### src/lruc_pkg.sv
// lruc_pkg: shared types and codes for the lru cache with ttl expiry
// used by lruc_cell and lru_cache_with_ttl_expiry
package lruc_pkg;

  localparam int OP_BITS    = 2;
  localparam int ST_BITS    = 2;
  localparam int TIME_BITS  = 32;
  localparam int LIMIT_BITS = 5;
  localparam int OCC_BITS   = 5;
  localparam int CFG_IDX_BITS = 2;
  localparam int CFG_DATA_BITS = 32;

  typedef enum logic [OP_BITS-1:0] {
    OP_INSERT = 2'd0,
    OP_SEARCH = 2'd1,
    OP_DELETE = 2'd2,
    OP_EXPIRE = 2'd3
  } op_t;

  typedef enum logic [ST_BITS-1:0] {
    ST_OK   = 2'd0,
    ST_DUP  = 2'd1,
    ST_MISS = 2'd2
  } status_t;

  typedef enum logic [CFG_IDX_BITS-1:0] {
    REG_LIMIT = 2'd0,
    REG_TTL   = 2'd1
  } reg_idx_t;

  // what every cell of the row does under the current command
  typedef enum logic [2:0] {
    ACT_HOLD    = 3'd0,
    ACT_PROMOTE = 3'd1,
    ACT_PUSH    = 3'd2,
    ACT_PULL    = 3'd3,
    ACT_DROP    = 3'd4
  } act_t;

  typedef struct packed {
    act_t act;
    logic evict;
  } cell_cmd_t;

endpackage

### src/lruc_cell.sv
// lruc_cell: one entry of the recency-ordered row (position 0 is most recent)
// depends on lruc_pkg; neighbours are wired up by lru_cache_with_ttl_expiry
module lruc_cell #(
  parameter int IDX        = 0,
  parameter int IW         = 4,
  parameter int KEY_BITS   = 64,
  parameter int VALUE_BITS = 32
) (
  input  logic                           clk,
  input  logic                           rst_n,
  input  lruc_pkg::cell_cmd_t            cmd,
  input  logic [IW-1:0]                  pos,
  input  logic [KEY_BITS-1:0]            look_key,
  input  logic [lruc_pkg::TIME_BITS-1:0] now,
  input  logic [lruc_pkg::TIME_BITS-1:0] ttl,
  input  logic [KEY_BITS-1:0]            head_key,
  input  logic [VALUE_BITS-1:0]          head_val,
  input  logic [KEY_BITS-1:0]            prev_key,
  input  logic [VALUE_BITS-1:0]          prev_val,
  input  logic [lruc_pkg::TIME_BITS-1:0] prev_stamp,
  input  logic                           prev_valid,
  input  logic                           prev_tail,
  input  logic [KEY_BITS-1:0]            next_key,
  input  logic [VALUE_BITS-1:0]          next_val,
  input  logic [lruc_pkg::TIME_BITS-1:0] next_stamp,
  input  logic                           next_valid,
  output logic [KEY_BITS-1:0]            key,
  output logic [VALUE_BITS-1:0]          val,
  output logic [lruc_pkg::TIME_BITS-1:0] stamp,
  output logic                           valid,
  output logic                           is_tail,
  output logic                           match,
  output logic                           expired
);

  localparam logic [IW-1:0] MY_POS = IW'(IDX);

  logic [KEY_BITS-1:0]            key_r, key_nxt;
  logic [VALUE_BITS-1:0]          val_r, val_nxt;
  logic [lruc_pkg::TIME_BITS-1:0] stamp_r, stamp_nxt;
  logic                           valid_r, valid_nxt;
  logic [lruc_pkg::TIME_BITS-1:0] age;

  assign key     = key_r;
  assign val     = val_r;
  assign stamp   = stamp_r;
  assign valid   = valid_r;
  assign is_tail = valid_r & ~next_valid;
  assign match   = valid_r & (key_r == look_key);
  // stamps from the future count as age zero
  assign age     = (now >= stamp_r) ? (now - stamp_r) : '0;
  assign expired = age > ttl;

  always_comb begin
    key_nxt   = key_r;
    val_nxt   = val_r;
    stamp_nxt = stamp_r;
    valid_nxt = valid_r;
    case (cmd.act)
      lruc_pkg::ACT_PROMOTE: begin
        if (IDX == 0) begin
          key_nxt   = head_key;
          val_nxt   = head_val;
          stamp_nxt = now;
          valid_nxt = 1'b1;
        end else if (MY_POS <= pos) begin
          key_nxt   = prev_key;
          val_nxt   = prev_val;
          stamp_nxt = prev_stamp;
          valid_nxt = prev_valid;
        end
      end
      lruc_pkg::ACT_PUSH: begin
        if (IDX == 0) begin
          key_nxt   = head_key;
          val_nxt   = head_val;
          stamp_nxt = now;
          valid_nxt = 1'b1;
        end else begin
          key_nxt   = prev_key;
          val_nxt   = prev_val;
          stamp_nxt = prev_stamp;
          // the old tail falls off when evicting
          valid_nxt = prev_valid & ~(cmd.evict & prev_tail);
        end
      end
      lruc_pkg::ACT_PULL: begin
        if (MY_POS >= pos) begin
          key_nxt   = next_key;
          val_nxt   = next_val;
          stamp_nxt = next_stamp;
          valid_nxt = next_valid;
        end
      end
      lruc_pkg::ACT_DROP: valid_nxt = valid_r & ~is_tail;
      default: ;
    endcase
  end

  always_ff @(posedge clk) begin
    if (!rst_n) begin
      valid_r <= 1'b0;
    end else begin
      valid_r <= valid_nxt;
    end
  end

  always_ff @(posedge clk) begin
    key_r   <= key_nxt;
    val_r   <= val_nxt;
    stamp_r <= stamp_nxt;
  end

endmodule

### config.mk
export PLATFORM = sky130hd
export DESIGN_NAME = lruc_cell
export DESIGN_NICKNAME = d
export VERILOG_FILES = /design/src/lruc_pkg.sv /design/src/lruc_cell.sv
export SDC_FILE = /design/constraint.sdc
export NUM_CORES = 1
export LEC_CHECK = 0
export BUFFER_PORTS_ARGS = -buffer_cell sky130_fd_sc_hd__buf_2
export CORE_AREA = 2 2 246 248
export CTS_CLUSTER_SIZE = 40
export DETAILED_ROUTE_END_ITERATION = 10
export DIE_AREA = 0 0 248 250
export GPL_TIMING_DRIVEN = 0
export HOLD_SLACK_MARGIN = 0.15
export PLACE_DENSITY = 0.47
export SKIP_CTS_REPAIR_TIMING = 1
export SLEW_MARGIN = 20
export SYNTH_ARGS = -nofsm -noshare
export SYNTH_HDL_FRONTEND = slang
export SYNTH_SLANG_ARGS = --single-unit
### constraint.sdc
create_clock -name clk -period 5.3 [get_ports clk]
set_input_delay 0.53 -clock clk [delete_from_list [all_inputs] [get_ports clk]]
set_output_delay 0.53 -clock clk [all_outputs]
set_load 0.01 [all_outputs]
After elaboration in Yosys (flattened, before gate mapping)
Index checks and enable logic that the tools add are counted.

Flip-flop bits (word level): 129. Bits of input ports: 493. Output and inout bits: 132. Logic and storage cells: 33.

$add $sub $neg: 1. Order comparisons: 3. Equal/unequal tests: 6. Multiplexer cells: 9. Bitwise logic cells: 5. Reductions and logical operators: 5.

Operators by type and width (number): $pmux W32 S2 (2); $pmux W64 S2 (1); $mux W32 (3); $eq A64 B64 Y1 (1); $mux W64 (1); $ge A32 B32 Y1 (1); $gt A32 B32 Y1 (1); $sub A32 B32 Y32 (1); $eq A3 B2 Y1 const B (2); $ge A1 B4 Y1 const A (1); $reduce_and A2 Y1 (2); $and A1 B1 Y1 (3); $eq A3 B1 Y1 const B (1); $eq A3 B3 Y1 const B (1); $pmux W1 S3 (1); $reduce_bool A3 Y1 (1); $ne A2 B2 Y1 const B (1); $not A1 Y1 (2); $reduce_bool A2 Y1 (1); $reduce_or A2 Y1 (1); $mux W1 (1).

Logic depth before layout (Yosys ltp)
Depth in word-level cells: 5. Gate-level depth with buffers: 20. Gate-level depth less buffers: 19.

Worst setup path after synthesis
No wires, ideal clock.

Path kind: input -> register. Start point: input port pos[3]. End point: register key_r[0], in the netlist key[0], enable pin. Setup time: 0.502 ns. Arrival time: 4.129 ns. Data required time: 4.798 ns. Setup slack: 0.669 ns. Cell stages on the path: 3. Path buffers: 0. Cell sequence: or4_1 nand3_1 and2_1.

Cells in the longest elaborated chain, start to end: 3.

RTL lines: start, declared (line lruc_cell.sv:12) `input logic [IW-1:0] pos,`; $ge A1 B4 Y1 (line lruc_cell.sv:88) `if (MY_POS >= pos) begin`; $ne A2 B2 Y1 (no source line); $reduce_and A2 Y1 (no source line); end signal, assigned (line lruc_cell.sv:109) `key_r <= key_nxt;`; end, declared (line lruc_cell.sv:38) `logic [KEY_BITS-1:0] key_r, key_nxt;`.

Every way passes these cells. A chain may end at the register's enable or synchronous reset.

Worst setup path in the final report
Start point: register stamp_r, in the netlist stamp[0]. End point: output port expired.

Cells in the longest elaborated chain, start to end: 3. Elaborated cells on any way between the ends: 4.

RTL lines: start, declared (line lruc_cell.sv:40) `logic [lruc_pkg::TIME_BITS-1:0] stamp_r, stamp_nxt;`; start signal, assigned (line lruc_cell.sv:111) `stamp_r <= stamp_nxt;`; $sub A32 B32 Y32 or $ge A32 B32 Y1 (tied branches) (line lruc_cell.sv:51) `assign age = (now >= stamp_r) ? (now - stamp_r) : '0;`; $mux W32 (*) (line lruc_cell.sv:51); $gt A32 B32 Y1 (*) (line lruc_cell.sv:52) `assign expired = age > ttl;`; end, declared (line lruc_cell.sv:33) `output logic expired`.

Every way passes the cells marked *; elsewhere a longest branch is shown, timed or not.

==> impl_metrics.py <==
metrics = {
    "outcome": {
        "outcome": "complete, no violations",
    },
    "yosys": {
        "combinational_family_with_the_most_area_after_synthesis": "multiplexers",
        "ys_top_cells_by_area": "edfxtp_1, mux2_2, ha_1, xor2_1, inv_1",
        "synth_fa_ha_area_share_pct": 8.85,
        "asyncSetResetFlopFracSynth_pct": 0,
        "number_of_synthesized_flops_with_an_enable_pin": 128,
        "synth.ff_latch_count": 129,
        "synth_cell_type_count": 65,
        "yosys.area.top_type": "edfxtp_1",
        "ys_warn_count": 0,
        "syn_area_mm2": 0.00928,
        "synthMuxAreaShare_pct": 15.9,
        "synth_top_cells_by_count": "mux2_2, edfxtp_1, inv_1",
        "synth_sequential_area_ratio_pct": 41.7,
        "synth-main-ff-cell": "edfxtp_1",
        "syn_avg_cell_area_um2": 10.9,
        "synth_top_area_share_pct": 41.4,
        "syn-instance-count": 851,
        "synth_compound_area_share_pct": 11.0,
        "postSynthNetCount": 1409,
        "synthesized_area_fraction_occupied_by_and_or_nand_nor_cells_pct": 11.1,
        "synth.most_common_cell": "mux2_2",
        "synth-xor-area-share_pct": 7.18,
    },
    "worst_hold_path": {
        "hold_path_class": "in2reg",
        "holdCritStartpoint": "rst_n",
        "timing.hold.worst_path_depth": 3,
        "min_delay_worst_endpoint": "valid$_SDFFE_PN0P_",
    },
    "global_routing": {
        "grt_pass1_wl_mm": 60.4,
        "grt_pass1_vias": 9334,
        "grt_remaining_overflow": 0,
        "globalRouteTotalUtil_pct": 13.9,
        "pin_count_of_the_biggest_net_entering_global_routing": 52,
        "grt_antenna_before_repair": 10,
    },
    "placed_design": {
        "dp_hpwl_mm": 36.7,
        "routability_congestion": 0.871,
        "post_dp_cell_area_mm2": 0.0128,
        "dp_cells": 2128,
        "portBuffers": 493,
    },
    "clock_network": {
        "cts_buffers": 17,
        "clockRootBuffer": "clkbuf_16",
        "tritoncts": "done",
        "clkTransAtPathRegs_ps": 60,
        "clock_sinks": 129,
        "cts_htree_levels": 4,
        "clock_path_buffers": 2,
        "skew_pair_late_insertion_delay_ps": 460,
    },
    "setup_path": {
        "worst-path-max-fanout": 3,
        "worstPathBufferInverterCount": 3,
        "setup.worst_path.end_class": "primary output",
        "critical_path.most_common_cell": "a21o_1",
        "critical_path_class": "reg2out",
        "path_delay_family": "compound AO/OA/AOI/OAI gates",
        "crit_arrival_ps": 4600,
        "critical-path-slowest-cell": "fa_2",
        "critical_path.reg2reg.endpoint": "valid$_SDFFE_PN0P_",
        "worstPathRequired_ps": 4770,
        "reg2reg_from": "valid$_SDFFE_PN0P_",
        "timing.critical_path.cells": "ha_2, inv_1, fa_2, a21oi_2, o211ai_2, buf_4, a31oi_2, nand2_1, a41oi_2, mux2_2, a31oi_1, ha_1, a21o_1, a21o_1, a21oi_1, nor3_1, a2111oi_2, a32oi_1, buf_2",
        "rrSetupSlack_ps": 4390,
        "r2r.worst_path.cells": 4,
        "crit_path_max_incr_delay_ps": 380,
        "worst_setup_path_start_kind": "register",
    },
    "detailed_routing": {
        "drcViolationCount": 0,
        "vias_per_cell": 4.05,
        "iteration_0_drc_count_of_the_detailed_router": 421,
        "avgRoutedWirePerCell_um": 20.1,
        "detail_route.first_pass.iterations": 5,
        "antenna_left": 0,
        "detailroute.via_count": 8786,
        "totalWireLength_mm": 43.6,
    },
    "die": {
        "fp.dieW_um": 248,
        "design.core.area_mm2": 0.0596,
        "initial_standard_cell_utilization_of_the_core_pct": 15.6,
        "fp.dieArea_mm2": 0.0620,
        "dieHeight_um": 250,
        "top_level_ports": 625,
        "fp-row-count": 90,
    },
    "sta": {
        "fin_worst_skew_ps": 0,
        "setup_viol": 0,
        "layout_worst_path_cycle_share_pct": 96.8,
        "min_cycle_time_layout_ps": 5130,
        "hold_viol": 0,
        "total_count_of_max_transition_violations_in_the_final_report": 0,
        "worst_slew_pin_slew_ps": 1210,
        "worst_max_slew_margin_expressed_relative_to_the_limit_pct": 18.4,
        "finalSetupTns_ps": 0,
        "clock.fmax_ghz": 0.195,
    },
    "final_layout": {
        "finish.cell_count_without_fillers": 2170,
        "layout.filler_cells": 6484,
        "final_area_mm2": 0.0136,
        "postLayoutCoreUtil_pct": 22.8,
        "fin_nets": 1931,
        "layout-area-overhead-vs-synth_pct": 46.4,
        "drive_gt1_share_pct": 51.4,
    },
    "job": {
        "max-cap-violations": 0,
    },
    "power_and_ir_drop": {
        "power.static_leakage_nw": 6.16,
        "design_power_total_mw": 3.68,
        "max-vdd-ir-drop_mv": 0.239,
        "cellPowerDensity_mw_per_mm2": 271,
    },
}
## state kept, by name, summed over array words and instances, names as in the netlist
| name | flops |
|---|---|
| key | 64 |
| stamp | 32 |
| val | 32 |
| valid | 1 |
## where the power goes
part	switching, mW	internal [mW]
logic	0.629	0.501
registers	0.0574	1.24
clock network	0.589	0.669
## worst max path at each step
stage | cells after the start | start | slack, ps | end
6_report | 19 | stamp[0]$_DFFE_PP_ | 170 | expired
5_1_grt | 19 | stamp[0]$_DFFE_PP_ | -50 | expired
4_1_cts | 19 | stamp[0]$_DFFE_PP_ | -280 | expired
3_5_place_dp | 21 | now[0] | -60 | expired
3_3_place_gp | 4 | pos[3] | -1470 | val[2]$_DFFE_PP_
2_1_floorplan | 3 | pos[3] | 670 | key[0]$_DFFE_PP_
## tightest hold or removal path: cells and delay by family
family / cells / cell delay (ps)
buf+inv: 1 / 100
simple gates: 2 / 90
## layout make-up
type,instances,area (µm²),share of cell area [%]
Multi-Input combinational cell,617,5130,37.8
Sequential cell,129,3860,28.5
Timing Repair Buffer,507,2610,19.2
Tap cell,782,978,7.21
Clock buffer,17,425,3.13
Inverter,79,297,2.18
Clock inverter,15,165,1.22
Buffer,22,105,0.774
Antenna cell,2,5.00,0.0369
## layer usage
metal | track usage [%] | part of all wire, % | vias up
met5 | 0 | 0 | -
met4 | 6.48 | 3.7 | 0
met3 | 3.65 | 5.9 | 63
met2 | 25.0 | 52 | 384
met1 | 14.8 | 39 | 4145
li1 | - | - | 4194
## per-stage QoR
| step | setup WS [ps] | hold slack (ps) |
|---|---|---|
| 4_1_cts | -282 | 233 |
| 2_1_floorplan | 669 | 554 |
| 3_5_place_dp | -61.4 | 612 |
| 3_3_place_gp | -1470 | 607 |
| 6_report | 169 | 288 |
| 5_1_grt | -50.3 | 259 |
## cells in the final DEF, fill, tap and decap left out, types with 4 or more instances in the layout
master / netlist / routed
ha_1: 64 / 59
nand2_1: 30 / 30
o21ai_0: 18 / 18
a31oi_1: 6 / 4
buf_4: 0 / 13
inv_6: 0 / 5
nand3_1: 19 / 19
nor2b_1: 6 / 6
o21a_1: 4 / 4
a21oi_2: 1 / 5
a21o_1: 34 / 34
nor3_1: 16 / 16
nand4_1: 25 / 25
nor4_1: 12 / 12
xnor2_1: 31 / 31
buf_2: 4 / 495
nand2b_1: 7 / 7
xor2_1: 45 / 45
ha_2: 0 / 4
a21oi_1: 38 / 34
clkbuf_16: 0 / 17
and2_1: 5 / 4
o211ai_1: 4 / 4
edfxtp_1: 128 / 128
nor2_1: 57 / 56
clkbuf_1: 20 / 15
inv_8: 0 / 4
mux2_2: 130 / 130
inv_1: 79 / 79
## logic make-up (layout without fill, tap and decap cells)
family	Yosys count	count (layout)
compound gates	144	144
xor+xnor	76	76
fa+ha+maj	65	65
buf+inv	105	640
flops	129	129
mux	131	131
other cells	0	2
simple gates	201	201
No activity file was read; power rests on OpenSTA's default activity.
